===== src/design/mtp_pkg.sv =====
`timescale 1ns / 1ps

package mtp_pkg;

   localparam int VLQ_MAX_BYTES_DEFAULT = 4;
   localparam int QUEUE_DEPTH_DEFAULT   = 2;

   localparam logic [7:0] HI_NIBBLE     = 8'hF0;
   localparam logic [7:0] LO_NIBBLE     = 8'h0F;
   localparam logic [7:0] STATUS_NOTE_OFF = 8'h80;
   localparam logic [7:0] STATUS_BEND   = 8'hE0;
   localparam logic [7:0] STATUS_PROG   = 8'hC0;
   localparam logic [7:0] STATUS_PRESS  = 8'hD0;
   localparam logic [7:0] STATUS_SYSEX  = 8'hF0;
   localparam logic [7:0] STATUS_ESCAPE = 8'hF7;
   localparam logic [7:0] STATUS_META   = 8'hFF;
   localparam logic [7:0] META_TEMPO    = 8'h51;
   localparam logic [7:0] META_EOT      = 8'h2F;
   localparam logic [27:0] TEMPO_LENGTH = 28'd3;

   typedef enum logic [3:0] {
      PH_DELTA,
      PH_STATUS,
      PH_P1,
      PH_P2,
      PH_SXLEN,
      PH_MTYPE,
      PH_MLEN,
      PH_SKIP,
      PH_TEMPO
   } mtp_phase_type;

   typedef enum logic [1:0] {
      ITEM_DATA,
      ITEM_LAST,
      ITEM_RESTART
   } mtp_item_kind_type;

   typedef struct packed {
      mtp_item_kind_type kind;
      logic [7:0]        data_byte;
   } mtp_item_type;

   typedef struct packed {
      logic        result_kind;
      logic [27:0] delta_ticks;
      logic [7:0]  status_class;
      logic [3:0]  channel;
      logic [7:0]  param_one;
      logic [7:0]  param_two;
      logic [7:0]  meta_kind;
      logic [27:0] payload_length;
      logic [23:0] tempo;
      logic        tempo_valid;
      logic        track_done;
   } mtp_result_type;

   function automatic logic is_channel(input logic [7:0] status);
      logic [7:0] hi;
      hi = status & HI_NIBBLE;
      return (hi >= STATUS_NOTE_OFF) && (hi <= STATUS_BEND);
   endfunction

   function automatic logic two_params(input logic [7:0] status);
      logic [7:0] hi;
      hi = status & HI_NIBBLE;
      return (hi != STATUS_PROG) && (hi != STATUS_PRESS);
   endfunction

   function automatic logic known_status(input logic [7:0] status);
      return is_channel(status) || status == STATUS_SYSEX || status == STATUS_ESCAPE ||
             status == STATUS_META;
   endfunction

   // phase that the first body byte of an event with this status goes to
   function automatic mtp_phase_type body_phase(input logic [7:0] status);
      mtp_phase_type ph;
      if (is_channel(status)) begin
         ph = PH_P1;
      end else if (status == STATUS_META) begin
         ph = PH_MTYPE;
      end else if (status == STATUS_SYSEX || status == STATUS_ESCAPE) begin
         ph = PH_SXLEN;
      end else begin
         ph = PH_DELTA;
      end
      return ph;
   endfunction

endpackage


===== src/design/mtp_front.sv =====
`timescale 1ns / 1ps

module mtp_front
   import mtp_pkg::*;
#(
   parameter int QUEUE_DEPTH = QUEUE_DEPTH_DEFAULT
) (
   input  logic         clock,
   input  logic         reset,
   input  logic         req_valid,
   output logic         req_stall,
   input  logic         req_op,
   input  logic [7:0]   req_data_byte,
   input  logic         req_last_byte,
   input  logic         pop,
   output logic         head_valid,
   output mtp_item_type head
);

   localparam int PW = $clog2(QUEUE_DEPTH);
   localparam int CW = $clog2(QUEUE_DEPTH + 1);
   localparam logic [PW-1:0] LAST_SLOT = PW'(QUEUE_DEPTH - 1);
   localparam logic [CW-1:0] FULL_COUNT = CW'(QUEUE_DEPTH);

   mtp_item_type slot_ff [QUEUE_DEPTH];
   logic [PW-1:0] wr_ptr_ff, wr_ptr_in;
   logic [PW-1:0] rd_ptr_ff, rd_ptr_in;
   logic [CW-1:0] count_ff, count_in;
   mtp_item_type  incoming;
   logic          push;

   always_comb begin
      if (req_op) begin
         incoming.kind = ITEM_RESTART;
      end else if (req_last_byte) begin
         incoming.kind = ITEM_LAST;
      end else begin
         incoming.kind = ITEM_DATA;
      end
      incoming.data_byte = req_data_byte;
   end

   assign req_stall  = (count_ff == FULL_COUNT);
   assign push       = req_valid && !req_stall;
   assign head_valid = (count_ff != '0);
   assign head       = slot_ff[rd_ptr_ff];

   always_comb begin
      wr_ptr_in = wr_ptr_ff;
      rd_ptr_in = rd_ptr_ff;
      count_in  = count_ff;
      if (push) begin
         wr_ptr_in = (wr_ptr_ff == LAST_SLOT) ? '0 : wr_ptr_ff + 1'b1;
      end
      if (pop && head_valid) begin
         rd_ptr_in = (rd_ptr_ff == LAST_SLOT) ? '0 : rd_ptr_ff + 1'b1;
      end
      if (push && !(pop && head_valid)) begin
         count_in = count_ff + 1'b1;
      end else if (!push && pop && head_valid) begin
         count_in = count_ff - 1'b1;
      end
   end

   always_ff @(posedge clock) begin
      if (reset) begin
         wr_ptr_ff <= '0;
         rd_ptr_ff <= '0;
         count_ff  <= '0;
      end else begin
         wr_ptr_ff <= wr_ptr_in;
         rd_ptr_ff <= rd_ptr_in;
         count_ff  <= count_in;
      end
   end

   always_ff @(posedge clock) begin
      if (push) begin
         slot_ff[wr_ptr_ff] <= incoming;
      end
   end

endmodule


===== src/design/mtp_parser.sv =====
`timescale 1ns / 1ps

module mtp_parser
   import mtp_pkg::*;
#(
   parameter int VLQ_MAX_BYTES = VLQ_MAX_BYTES_DEFAULT
) (
   input  logic           clock,
   input  logic           reset,
   input  logic           head_valid,
   input  mtp_item_type   head,
   output logic           pop,
   output logic           rsp_valid,
   input  logic           rsp_stall,
   output mtp_result_type rsp
);

   mtp_phase_type  phase_ff, phase_in;
   logic [27:0]    vlq_acc_ff, vlq_acc_in;
   logic [2:0]     vlq_cnt_ff, vlq_cnt_in;
   logic [7:0]     running_ff, running_in;
   logic [7:0]     current_ff, current_in;
   logic [27:0]    held_delta_ff, held_delta_in;
   logic [7:0]     held_param_ff, held_param_in;
   logic [7:0]     held_meta_ff, held_meta_in;
   logic [27:0]    skip_ff, skip_in;
   logic [23:0]    tempo_acc_ff, tempo_acc_in;
   logic [1:0]     tempo_cnt_ff, tempo_cnt_in;
   logic           halted_ff, halted_in;
   logic           rsp_valid_ff, rsp_valid_in;
   mtp_result_type rsp_ff, rsp_in;

   logic [7:0]     b;
   logic [2:0]     cnt_new;
   logic [27:0]    acc_new;
   logic           vlq_done, vlq_long;
   mtp_phase_type  work_phase;
   logic [7:0]     work_status;
   logic           ev_chan, ev_long, tempo_ok, err;
   logic [7:0]     p2;
   logic [27:0]    long_len;
   logic           produce, advance, active;

   assign b        = head.data_byte;
   assign cnt_new  = vlq_cnt_ff + 3'd1;
   assign acc_new  = {vlq_acc_ff[20:0], b[6:0]};
   assign vlq_done = !b[7];
   assign vlq_long = b[7] && (cnt_new >= 3'(VLQ_MAX_BYTES));

   // a result slot must be free (or draining) before any item is consumed
   assign advance = head_valid && (!rsp_valid_ff || !rsp_stall);
   assign pop     = advance;
   assign active  = advance && head.kind != ITEM_RESTART && !halted_ff;

   always_comb begin
      phase_in      = phase_ff;
      vlq_acc_in    = vlq_acc_ff;
      vlq_cnt_in    = vlq_cnt_ff;
      running_in    = running_ff;
      current_in    = current_ff;
      held_delta_in = held_delta_ff;
      held_param_in = held_param_ff;
      held_meta_in  = held_meta_ff;
      skip_in       = skip_ff;
      tempo_acc_in  = tempo_acc_ff;
      tempo_cnt_in  = tempo_cnt_ff;
      halted_in     = halted_ff;
      rsp_in        = rsp_ff;
      rsp_valid_in  = rsp_valid_ff && rsp_stall;
      ev_chan       = 1'b0;
      ev_long       = 1'b0;
      tempo_ok      = 1'b0;
      err           = 1'b0;
      p2            = '0;
      long_len      = vlq_acc_ff;
      produce       = 1'b0;

      // running status: data byte in status position is re-taken as body byte
      work_phase  = phase_ff;
      work_status = current_ff;
      if (phase_ff == PH_STATUS && !b[7]) begin
         work_status = running_ff;
         current_in  = running_ff;
         if (known_status(running_ff)) begin
            work_phase = body_phase(running_ff);
         end else begin
            err = 1'b1;
         end
      end

      if (!err) begin
         unique case (work_phase)
            PH_DELTA: begin
               vlq_cnt_in = cnt_new;
               vlq_acc_in = acc_new;
               if (vlq_done) begin
                  held_delta_in = acc_new;
                  vlq_acc_in    = '0;
                  vlq_cnt_in    = '0;
                  phase_in      = PH_STATUS;
               end else if (vlq_long) begin
                  err = 1'b1;
               end
            end
            PH_STATUS: begin
               running_in = b;
               current_in = b;
               vlq_acc_in = '0;
               vlq_cnt_in = '0;
               if (known_status(b)) begin
                  phase_in = body_phase(b);
               end else begin
                  err = 1'b1;
               end
            end
            PH_P1: begin
               held_param_in = b;
               if (two_params(work_status)) begin
                  phase_in = PH_P2;
               end else begin
                  ev_chan = 1'b1;
               end
            end
            PH_P2: begin
               ev_chan = 1'b1;
               p2      = b;
            end
            PH_MTYPE: begin
               held_meta_in = b;
               vlq_acc_in   = '0;
               vlq_cnt_in   = '0;
               phase_in     = PH_MLEN;
            end
            PH_SXLEN, PH_MLEN: begin
               vlq_cnt_in = cnt_new;
               vlq_acc_in = acc_new;
               if (vlq_done) begin
                  if (work_phase == PH_MLEN && held_meta_ff == META_TEMPO &&
                      acc_new == TEMPO_LENGTH) begin
                     tempo_acc_in = '0;
                     tempo_cnt_in = '0;
                     phase_in     = PH_TEMPO;
                  end else if (acc_new != '0) begin
                     skip_in  = acc_new;
                     phase_in = PH_SKIP;
                  end else begin
                     ev_long  = 1'b1;
                     long_len = acc_new;
                  end
               end else if (vlq_long) begin
                  err = 1'b1;
               end
            end
            PH_SKIP: begin
               skip_in = skip_ff - 28'd1;
               if (skip_ff == 28'd1) begin
                  ev_long = 1'b1;
               end
            end
            PH_TEMPO: begin
               tempo_acc_in = {tempo_acc_ff[15:0], b};
               if (tempo_cnt_ff >= 2'd2) begin
                  ev_long  = 1'b1;
                  tempo_ok = 1'b1;
               end else begin
                  tempo_cnt_in = tempo_cnt_ff + 2'd1;
               end
            end
            default: err = 1'b1;
         endcase
      end

      if (ev_chan || ev_long) begin
         phase_in   = PH_DELTA;
         vlq_acc_in = '0;
         vlq_cnt_in = '0;
      end

      if (advance) begin
         rsp_in = '0;
         if (active) begin
            if (ev_chan) begin
               produce              = 1'b1;
               rsp_in.delta_ticks   = held_delta_ff;
               rsp_in.status_class  = work_status & HI_NIBBLE;
               rsp_in.channel       = work_status[3:0] & LO_NIBBLE[3:0];
               rsp_in.param_one     = (work_phase == PH_P1) ? b : held_param_ff;
               rsp_in.param_two     = p2;
            end else if (ev_long) begin
               produce               = 1'b1;
               rsp_in.delta_ticks    = held_delta_ff;
               rsp_in.status_class   = current_ff;
               rsp_in.payload_length = long_len;
               if (current_ff == STATUS_META) begin
                  rsp_in.meta_kind = held_meta_ff;
                  if (tempo_ok) begin
                     rsp_in.tempo       = tempo_acc_in;
                     rsp_in.tempo_valid = 1'b1;
                  end
                  if (held_meta_ff == META_EOT) begin
                     rsp_in.track_done = 1'b1;
                     halted_in         = 1'b1;
                  end
               end
            end else if (err || head.kind == ITEM_LAST) begin
               produce            = 1'b1;
               rsp_in.result_kind = 1'b1;
            end
            if (produce && (err || head.kind == ITEM_LAST)) begin
               halted_in = 1'b1;
            end
            // a byte in the last item that gets no event is still an error
            if (err && (ev_chan || ev_long)) begin
               halted_in = 1'b1;
            end
         end else begin
            rsp_in = rsp_ff;
         end
         if (produce) begin
            rsp_valid_in = 1'b1;
         end
      end

      if (!active) begin
         phase_in      = phase_ff;
         vlq_acc_in    = vlq_acc_ff;
         vlq_cnt_in    = vlq_cnt_ff;
         running_in    = running_ff;
         current_in    = current_ff;
         held_delta_in = held_delta_ff;
         held_param_in = held_param_ff;
         held_meta_in  = held_meta_ff;
         skip_in       = skip_ff;
         tempo_acc_in  = tempo_acc_ff;
         tempo_cnt_in  = tempo_cnt_ff;
      end

      if (advance && head.kind == ITEM_RESTART) begin
         phase_in      = PH_DELTA;
         vlq_acc_in    = '0;
         vlq_cnt_in    = '0;
         running_in    = '0;
         current_in    = '0;
         held_delta_in = '0;
         held_param_in = '0;
         held_meta_in  = '0;
         skip_in       = '0;
         tempo_acc_in  = '0;
         tempo_cnt_in  = '0;
         halted_in     = 1'b0;
      end
   end

   always_ff @(posedge clock) begin
      if (reset) begin
         phase_ff      <= PH_DELTA;
         vlq_acc_ff    <= '0;
         vlq_cnt_ff    <= '0;
         running_ff    <= '0;
         current_ff    <= '0;
         held_delta_ff <= '0;
         held_param_ff <= '0;
         held_meta_ff  <= '0;
         skip_ff       <= '0;
         tempo_acc_ff  <= '0;
         tempo_cnt_ff  <= '0;
         halted_ff     <= 1'b0;
         rsp_valid_ff  <= 1'b0;
      end else begin
         phase_ff      <= phase_in;
         vlq_acc_ff    <= vlq_acc_in;
         vlq_cnt_ff    <= vlq_cnt_in;
         running_ff    <= running_in;
         current_ff    <= current_in;
         held_delta_ff <= held_delta_in;
         held_param_ff <= held_param_in;
         held_meta_ff  <= held_meta_in;
         skip_ff       <= skip_in;
         tempo_acc_ff  <= tempo_acc_in;
         tempo_cnt_ff  <= tempo_cnt_in;
         halted_ff     <= halted_in;
         rsp_valid_ff  <= rsp_valid_in;
      end
   end

   always_ff @(posedge clock) begin
      rsp_ff <= rsp_in;
   end

   assign rsp_valid = rsp_valid_ff;
   assign rsp       = rsp_ff;

   a_halted_silent: assert property (@(posedge clock) disable iff (reset)
      (advance && halted_ff && head.kind != ITEM_RESTART) |=> !$rose(rsp_valid_ff))
      else $error("halted parser produced a result");

   a_error_clean: assert property (@(posedge clock) disable iff (reset)
      (rsp_valid_ff && rsp_ff.result_kind) |->
         (rsp_ff.delta_ticks == '0 && rsp_ff.status_class == '0 && !rsp_ff.tempo_valid &&
          !rsp_ff.track_done && rsp_ff.payload_length == '0))
      else $error("error result carries event fields");

   a_tempo_meta: assert property (@(posedge clock) disable iff (reset)
      (rsp_valid_ff && rsp_ff.tempo_valid) |->
         (rsp_ff.status_class == STATUS_META && rsp_ff.meta_kind == META_TEMPO))
      else $error("tempo outside a set-tempo meta event");

   a_eot_halts: assert property (@(posedge clock) disable iff (reset)
      (advance && produce && rsp_in.track_done) |=> halted_ff)
      else $error("end of track did not halt the parser");

   a_result_held: assert property (@(posedge clock) disable iff (reset)
      (rsp_valid_ff && rsp_stall) |=> (rsp_valid_ff && $stable(rsp_ff)))
      else $error("stalled result changed");

endmodule


===== src/design/midi_track_event_parser_core.sv =====
`timescale 1ns / 1ps

// Track event parser for one MIDI track chunk.
// Request channel (req_*): one item per cycle while req_stall is low,
// either a track byte (req_op = 0, req_last_byte marks the final byte) or a
// restart (req_op = 1) that clears parser state and running status. Items go
// into a short queue; the parser pulls one per cycle while no result stalls.
// Response channel (rsp_*): one item per complete channel, sysex or meta
// event, or an error item (rsp_result_kind = 1) after which the parser
// ignores bytes until a restart. End of track also halts it.
// A byte accepted into the queue is parsed from the queue head; its result
// is registered. Sustained rate is one byte per cycle while rsp_stall is
// low, set by the parser step with its output register.
// When the receiver stalls, the result register holds and the parser waits;
// the queue keeps taking bytes until it is full, then req_stall rises.
// Reset clears the queue, the parser state and any pending result.

module midi_track_event_parser_core
   import mtp_pkg::*;
#(
   parameter int VLQ_MAX_BYTES = VLQ_MAX_BYTES_DEFAULT,
   parameter int QUEUE_DEPTH   = QUEUE_DEPTH_DEFAULT
) (
   input  logic        clock,
   input  logic        reset,
   input  logic        req_valid,
   output logic        req_stall,
   input  logic        req_op,
   input  logic [7:0]  req_data_byte,
   input  logic        req_last_byte,
   output logic        rsp_valid,
   input  logic        rsp_stall,
   output logic        rsp_result_kind,
   output logic [27:0] rsp_delta_ticks,
   output logic [7:0]  rsp_status_class,
   output logic [3:0]  rsp_channel,
   output logic [7:0]  rsp_param_one,
   output logic [7:0]  rsp_param_two,
   output logic [7:0]  rsp_meta_kind,
   output logic [27:0] rsp_payload_length,
   output logic [23:0] rsp_tempo,
   output logic        rsp_tempo_valid,
   output logic        rsp_track_done
);

   logic           head_valid;
   mtp_item_type   head;
   logic           pop;
   mtp_result_type rsp;

   mtp_front #(
      .QUEUE_DEPTH(QUEUE_DEPTH)
   ) u_front (
      .clock         (clock),
      .reset         (reset),
      .req_valid     (req_valid),
      .req_stall     (req_stall),
      .req_op        (req_op),
      .req_data_byte (req_data_byte),
      .req_last_byte (req_last_byte),
      .pop           (pop),
      .head_valid    (head_valid),
      .head          (head)
   );

   mtp_parser #(
      .VLQ_MAX_BYTES(VLQ_MAX_BYTES)
   ) u_parser (
      .clock      (clock),
      .reset      (reset),
      .head_valid (head_valid),
      .head       (head),
      .pop        (pop),
      .rsp_valid  (rsp_valid),
      .rsp_stall  (rsp_stall),
      .rsp        (rsp)
   );

   assign rsp_result_kind    = rsp.result_kind;
   assign rsp_delta_ticks    = rsp.delta_ticks;
   assign rsp_status_class   = rsp.status_class;
   assign rsp_channel        = rsp.channel;
   assign rsp_param_one      = rsp.param_one;
   assign rsp_param_two      = rsp.param_two;
   assign rsp_meta_kind      = rsp.meta_kind;
   assign rsp_payload_length = rsp.payload_length;
   assign rsp_tempo          = rsp.tempo;
   assign rsp_tempo_valid    = rsp.tempo_valid;
   assign rsp_track_done     = rsp.track_done;

endmodule


===== config.mk =====
export PLATFORM = sky130hd
export DESIGN_NAME = midi_track_event_parser_core
export DESIGN_NICKNAME = d
export VERILOG_FILES = /design/src/design/mtp_pkg.sv /design/src/design/mtp_front.sv /design/src/design/mtp_parser.sv /design/src/design/midi_track_event_parser_core.sv
export SDC_FILE = /design/constraint.sdc
export NUM_CORES = 1
export LEC_CHECK = 0
export BUFFER_PORTS_ARGS = -buffer_cell sky130_fd_sc_hd__buf_2
export CORE_MARGIN = 4
export CORE_UTILIZATION = 25
export DETAILED_ROUTE_END_ITERATION = 16
export PLACE_DENSITY = 0.4
export SLEW_MARGIN = 10
export SYNTH_ARGS = -nofsm -noshare
export SYNTH_HDL_FRONTEND = slang
export SYNTH_SLANG_ARGS = --single-unit

===== constraint.sdc =====
create_clock -name clock -period 9.1 [get_ports clock]
set_input_delay 0 -clock clock [delete_from_list [all_inputs] [get_ports clock]]
set_output_delay 0 -clock clock [all_outputs]
set_load 0.03 [all_outputs]

==> summary.md, run 1 <==
| Metric | Value |
|---|---|
| Layout cells sized above 1 | a little under a fifth |
| Actual slew at the worst max-slew pin | just over 1 ns |
| Compound-Gate Fraction of Synth Area | about 16% |
| Pins Over Slew Limit | 0 |
| Status | finished, final reports clean |
| Worst rel slew slack | 31.8% |
| RSZ-0062 raised after global routing | no |
| Cells on Worst Hold Path | 2 |
| R2R cell count | 8 |
| Fin Setup TNS | 0 ns |
| DIE AREA | approximately 53,000 um^2 |
| Post-CTS sizing | 0 |
| P_sw | a little over 800 uW |
| Worst Path Required | between 9 and 10 ns |
| DRT iter0 DRCs | 666 |
| Vias in the first global route | approximately 9.2k |
| Total Power | 3.17 mW |
| Syn avg cell area | approximately 10 um^2 |
| Inserted Diodes | 0 |
| Worst-skew pair later-pin latency | 0.54 ns |
| Die W | ~230 um |
| CTS tree | built |
| Clk pwr share | between 40% and 50% |
| Placer Congestion | about 0.86 |
| Clk_skew | approximately 0.015 ns |
| Hold-critical path endpoint | u_front.slot_ff[1][6] |
| Post-Synth Adder-Cell Area | less than 1% |
| I/O Buffers | about 130 |
| CTS Buffer Depth | 3 |
| Gr usage total | a little over an eighth |
| Combinational Power Share | between 10% and 20% |
| First-pass GRT wire length | between 50 and 60 mm |
| Synth Area in XOR/XNOR | less than 1% |
| Place WS | roughly 4.2 ns |
| Leakage | ~5.3 nW |
| Post-Synth Simple-Gate Area | about 20% |
| Post-synth EDFFs | about 140 |
| Routed wire length | 36.6 mm |
| Synth cell types | between 70 and 80 |
| Hold crit path type | in -> reg |
| Number of fillers in the final layout | 5,053 |
| Clock net sink count | between 200 and 300 |
| Main synth FF type | dfxtp_1 |
| Routed vias | approximately 9.5k |
| Setup violators final | 0 |
| R2r setup slk | between 4 and 5 ns |
| Worst hold margin | between 0.15 and 0.2 ns |
| R2R Path End | u_parser.rsp_valid |
| Sw Ratio | between 20% and 30% |
| Core footprint | about 48,000 um^2 |
| WP data arrival | roughly 4.9 ns |
| Pwr dens | between 200 and 250 nW/um^2 |
| Most frequent cells in the layout | 148 x dfxtp_1, 139 x edfxtp_1, 134 x buf_2, 131 x nand2_1, 126 x nor2_1 |
| Die Height | 229 um |
| Clock transition at path regs | roughly 0.060 ns |
| Max cap viols | 0 |
| Register area share after synthesis | between 50% and 60% |
| F_max | ~0.22 GHz |
| # IOs | between 100 and 150 |
| Layout area overhead | 20.8% |
| Vias/cell | 4.81 |
| Final worst slack | 4.61 ns |
| Worst setup EP type | flop |
| Syn Inst Count | 1,198 |
| Setup repair bufs after CTS | 0 |
| Seq pwr share | approximately 46% |
| Min Tclk post-route | roughly 4.5 ns |
| Largest net degree at the start of global routing | 82 |
| Design Area, Final | approximately 15,000 um^2 |
| Root Driver | clkbuf_16 |
| Final hold violation count | 0 |
| Most common cell after layout, fill and taps aside | dfxtp_1 |
| Multiplexer share of the synthesized area | 2.03% |
| Final Net Count | 1,342 |
| HP Start | req_data_byte[6] |
| Final period util | about half |
| Initial antenna violation count | 0 |
| Syn nets | ~1.2k |
| DRT Pass-1 Iters | 5 |
| Post-route ant nets | 0 |
| Routed WL per cell | ~19 um |
| CTS buffer count | 35 |
| Flops & latches, synth | ~290 |
| Rows | 80 |
| Peak VDD IR | 0.0000913 V |
| Setup Crit Path Kind | reg -> reg |
| Worst-path fanout max | 29 |
| Remaining Overflow, GRT | 0 |
| Worst Setup Start Kind | flop |
| Dpl hpwl | roughly 24 mm |
| Post-Syn Area | 12,200 um^2 |
| Internal power | about 2.4 mW |
| Area post-placement | about 13,000 um^2 |
| CTS H-Tree Depth | 2 |
| Starting density of the core | ~25% |
| FFs w/ async S/R, synth | 0% |
| Largest family of logic cells by synthesized area | simple AND/OR/NAND/NOR gates |
| Synth Warn # | 0 |
| DRC violations left | 0 |
-- what timing repair did --
item / CTS / global route
endpoints found under the setup margin: 0 / 0
endpoints found under the hold margin: 26 / 0
hold buffers: 14 / 0
-- cell type report --
| cell class | count | area (um^2) | area share [%] |
|---|---|---|---|
| clock buffers | 46 | 970 | 6.55 |
| clock inverters | 16 | 181 | 1.23 |
| inverters | 16 | 63.8 | 0.431 |
| multi-input cells | 816 | 4710 | 31.8 |
| flip-flops and latches | 287 | 7140 | 48.2 |
| well taps | 615 | 769 | 5.20 |
| repair buffers | 168 | 965 | 6.52 |
-- per-stage QoR --
step,utilization [%],instances
floorplan,-,1198
global placement,28.1,1887
detailed placement,28.1,1887
CTS,30.8,1963
global route,30.8,1964
finish,30.8,1964
-- synthesized netlist by cell type (all sizes together) (4+ instances only) --
cell | count | share of area, %
a211oi | 48 | 3.0
a21o | 14 | 0.86
a21oi | 110 | 4.6
a222oi | 4 | 0.33
a31oi | 13 | 0.72
a41oi | 4 | 0.35
and2 | 95 | 4.9
and3 | 8 | 0.41
and4 | 4 | 0.29
buf | 34 | 1.7
clkbuf | 45 | 1.4
dfxtp | 148 | 24
edfxtp | 139 | 34
ha | 4 | 0.41
inv | 15 | 0.46
mux2 | 12 | 1.1
mux2i | 11 | 0.93
nand2 | 132 | 4.1
nand3 | 48 | 2.0
nand3b | 7 | 0.43
nand4 | 9 | 0.46
nor2 | 126 | 3.9
nor2b | 5 | 0.26
nor3 | 19 | 0.91
nor4 | 18 | 1.0
o211ai | 6 | 0.37
o21a | 7 | 0.43
o21ai | 53 | 2.2
o221a | 8 | 0.74
-- metal layers --
metal	GRT usage, %	share of wire [%]	vias to the layer above
met4	3.82	2.1	0
met5	0	0	-
met2	20.8	44	224
met3	3.23	5.1	50
met1	19.3	49	4583
li1	-	-	4599
-- sequential cells by signal, indices dropped and copies added, names as in the netlist, named ones only --
name	count
u_parser.phase_ff	4
u_front.wr_ptr_ff	1
u_parser.running_ff	8
u_parser.rsp_valid	1
u_front.count_ff	2
u_parser.halted_ff	1
u_parser.vlq_cnt_ff	3
u_parser.tempo_acc_ff	16
u_parser.tempo_cnt_ff	2
u_parser.skip_ff	28
u_parser.current_ff	8
u_front.slot_ff	20
u_parser.held_delta_ff	28
u_parser.held_meta_ff	8
u_parser.held_param_ff	8
u_parser.rsp	119
u_parser.vlq_acc_ff	28
u_front.rd_ptr_ff	1
-- worst max-delay path, stage by stage, from the launching register on --
cell	delay, ns
dfxtp_1	0.93
mux2i_2	0.84
o311a_1	0.37
a21oi_1	0.32
o21ai_2	0.76
nand3_1	0.21
buf_4	0.30
o21ai_0	0.47
a21oi_1	0.14
-- worst max path at each step --
stage | from | end | slack (ns) | cells after the start
global placement | flop | u_parser.rsp_valid | 4.38 | 8
global route | flop | u_parser.vlq_acc_ff[15] | 4.20 | 7
detailed placement | flop | u_parser.rsp_valid | 4.23 | 8
floorplan | flop | u_parser.held_meta_ff[5] | 3.94 | 10
finish | flop | u_parser.rsp_valid | 4.61 | 8
CTS | flop | u_parser.rsp_valid | 4.22 | 8
-- cell families (layout without fill, tap and decap cells) --
kind of cell,count (synthesis),in the layout
and+or+nand+nor,492,492
DFF,287,287
adders and majority gates,4,4
AOI/OAI and AO/OA,294,294
xor gates and xnor gates,3,3
buffers and inverters,95,246
muxes,23,23
-- power groups by stage --
stage          Combinational, mW  Clock, mW  Sequential (mW)
4_1_cts                    0.320       1.46             1.45
3_5_place_dp               0.314          0             1.47
2_1_floorplan              0.143          0             1.53
3_3_place_gp               0.314          0             1.47
5_1_grt                    0.341       1.51             1.45
6_report                   0.317       1.41             1.44
No activity file was read; power rests on OpenSTA's default activity.
==> run 2, diff against run 1 <==
--- a/config.mk
+++ b/config.mk
@@ -9,7 +9,7 @@
 export CORE_MARGIN = 4
 export CORE_UTILIZATION = 25
 export DETAILED_ROUTE_END_ITERATION = 16
-export PLACE_DENSITY = 0.4
+export PLACE_DENSITY = 0.41
 export SLEW_MARGIN = 10
 export SYNTH_ARGS = -nofsm -noshare
 export SYNTH_HDL_FRONTEND = slang
==> constraint.sdc (replaced) <==
create_clock -name clock -period 4.1 [get_ports clock]
set_input_delay 0 -clock clock [delete_from_list [all_inputs] [get_ports clock]]
set_output_delay 0 -clock clock [all_outputs]
set_load 0.03 [all_outputs]
==> run 2 against run 1 <==
Compared with the run above:
- largest cell class unchanged
- clock skew grew 0.0030 ns
- cell area grew 0.53%
- largest power group unchanged
- sequential share of layout area is 0.25 points lower
- highest routed layer unchanged
==> summary.md, run 2 (same netlist as run 1, synthesis figures left out) <==
| Metric | Value |
|---|---|
| Status | finished, final reports clean |
| Post-CTS sizing | 0 (unchanged) |
| DRT iter0 DRCs | 781 (+17%) |
| Hold-critical path endpoint | u_front.slot_ff[1][1] |
| P_sw | 1.85 mW (+130%) |
| Clock transition at path regs | 0.06 ns (about the same) |
| Layout cells sized above 1 | 19.1% (+0.76 points) |
| Final worst slack | 0.411 ns (-4.20 ns) |
| Place WS | 0.734 ns (-3.49 ns) |
| DRT Pass-1 Iters | 5 (unchanged) |
| Inserted Diodes | 0 (unchanged) |
| Setup violators final | 0 (unchanged) |
| Routed vias | 9,594 (+1.5%) |
| Number of fillers in the final layout | 4,990 (-1.2%) |
| Worst Setup Start Kind | flop |
| Total Power | 7.00 mW (+120%) |
| Vias in the first global route | 9,487 (+2.9%) |
| Min Tclk post-route | 3.69 ns (-0.799 ns) |
| Pwr dens | 470 nW/um^2 (+120%) |
| Final hold violation count | 0 (unchanged) |
| Core footprint | 48,000 um^2 (unchanged) |
| F_max | 0.271 GHz (+22%) |
| Setup Crit Path Kind | reg -> reg |
| Worst hold margin | 0.203 ns (+0.00407 ns) |
| Die W | 229 um (unchanged) |
| Placer Congestion | 0.866 (+0.65%) |
| Largest register FFs | 119 (unchanged) |
| R2R Path End | u_parser.rsp_valid |
| # IOs | 135 (unchanged) |
| Post-route ant nets | 0 (unchanged) |
| Max cap viols | 0 (unchanged) |
| Area of the multi-input gates | 4690 um^2 (-0.35%) |
| Routed wire length | 37.4 mm (+2.1%) |
| Worst-skew pair later-pin latency | 0.54 ns (about the same) |
| Actual slew at the worst max-slew pin | 1.04 ns (+0.0174 ns) |
| Most frequent cells in the layout | 147 x dfxtp_1, 139 x edfxtp_1, 134 x buf_2, 131 x nand2_1, 126 x nor2_1 |
| Layout area overhead | 21.5% |
| RSZ-0062 raised after global routing | no |
| Remaining Overflow, GRT | 0 (unchanged) |
| Worst rel slew slack | 30.7% (-1.2 points) |
| Util after Layout | 31.0% (+0.16 points) |
| Pins Over Slew Limit | 0 (unchanged) |
| Seq pwr share | 45.7% (+0.2 points) |
| WP data arrival | 4.10 ns (-0.79 ns) |
| Clk_skew | 0.0180 ns (+0.00296 ns) |
| I/O Buffers | 134 (unchanged) |
| Most common cell after layout, fill and taps aside | dfxtp_1 |
| Routed WL per cell | 18.9 um (+1.4%) |
| DRC violations left | 0 (unchanged) |
| R2R cell count | 8 (unchanged) |
| Dpl hpwl | 24.3 mm (+1.9%) |
| Internal power | 5.15 mW (+120%) |
| Initial antenna violation count | 0 (unchanged) |
| CTS buffer count | 36 (+2.9%) |
| Clk pwr share | 43.9% (-0.6 points) |
| Clock net sink count | 287 (unchanged) |
| Largest net degree at the start of global routing | 83 (+1.2%) |
| Root Driver | clkbuf_16 |
| Cells on Worst Hold Path | 2 (unchanged) |
| Hold crit path type | in -> reg |
| Sw Ratio | 26.4% (+0.60 points) |
| Peak VDD IR | 0.000237 V (+160%) |
| DIE AREA | 52,600 um^2 (unchanged) |
| R2r setup slk | 0.41 ns (-4.20 ns) |
| Fin Setup TNS | 0 ns (unchanged) |
| Starting density of the core | 25.5% (unchanged) |
| Reg area | 7140 um^2 (about the same) |
| Die Height | 229 um (unchanged) |
| First-pass GRT wire length | 57.8 mm (+2.2%) |
| HP Start | req_data_byte[1] |
| Worst setup EP type | flop |
| Worst-path fanout max | 11 (-62%) |
| Reg2Reg Launch Point | u_parser.phase_ff[0] |
| Leakage | 5.32 nW (+0.71%) |
| CTS H-Tree Depth | 2 (unchanged) |
| Combinational Power Share | 10.4% (+0.4 points) |
| Final Net Count | 1,355 (+0.97%) |
| Gr usage total | 13.9% (+0.29 points) |
| Final period util | 90.0% (+41 points) |
| Rows | 80 (unchanged) |
| Worst Path Required | 4.51 ns (-4.99 ns) |
| CTS Buffer Depth | 3 (unchanged) |
| CTS tree | built |
| Vias/cell | 4.85 (+0.74%) |
==> run 2: metrics by stage <==
stage | cell area (um^2) | std cells
floorplan | 12300 | 1198
global placement | 13600 | 1899
detailed placement | 13600 | 1899
CTS | 14900 | 1978
global route | 14900 | 1978
finish | 14900 | 1978
==> run 2: layout make-up <==
| type | count | share of cell area, % |
|---|---|---|
| multi-input combinational | 816 | 31.6 |
| tap | 615 | 5.17 |
| sequential | 287 | 48.0 |
| clock inverter | 14 | 0.841 |
| timing repair buffer | 180 | 7.25 |
| clock buffer | 50 | 6.75 |
| inverter | 16 | 0.437 |
==> run 2: what timing repair did <==
item                      in CTS  in global routing
hold endpoints to repair      26                  0
buffers inserted               0                  0
hold buffers                  15                  0
==> run 2: worst max-delay path by stage <==
stage | cells after the start | slack, ns | to | start
after floorplan | 9 | 0.002 | u_parser.held_delta_ff[5] | flop
after global placement | 7 | 0.76 | u_parser.phase_ff[1] | u_parser.phase_ff[0]
after detailed placement | 7 | 0.73 | u_parser.phase_ff[1] | u_parser.phase_ff[0]
after CTS | 8 | 0.40 | u_parser.rsp_valid | u_parser.phase_ff[0]
after global routing | 8 | 0.26 | u_parser.rsp_valid | u_parser.phase_ff[0]
final | 8 | 0.41 | u_parser.rsp_valid | u_parser.phase_ff[0]
==> run 2: metal layers <==
layer | global-route usage [%] | routed length (um) | part of all wire, %
met2 | 21.4 | 16800 | 45
met5 | 0 | 0 | 0
met3 | 3.01 | 2160 | 5.8
met1 | 19.6 | 17400 | 47
met4 | 4.39 | 998 | 2.7
==> run 2: worst max-delay path, cell delays in order (launching register included) <==
cell and delay [ns]:
dfxtp_1 0.60, or4b_4 0.54, or2_0 0.46, a21o_1 0.32, o21ai_1 0.37, nand3_1 0.23
o21ai_0 0.37, a21oi_1 0.11, dlygate4sd3_1 0.56
==> run 2: power groups by stage <==
stage,logic (mW),clock network (mW),registers [mW]
after CTS,0.742,3.18,3.20
after detailed placement,0.730,0,3.26
after global routing,0.785,3.30,3.21
after global placement,0.731,0,3.26
final,0.730,3.07,3.19
after floorplan,0.320,0,3.39
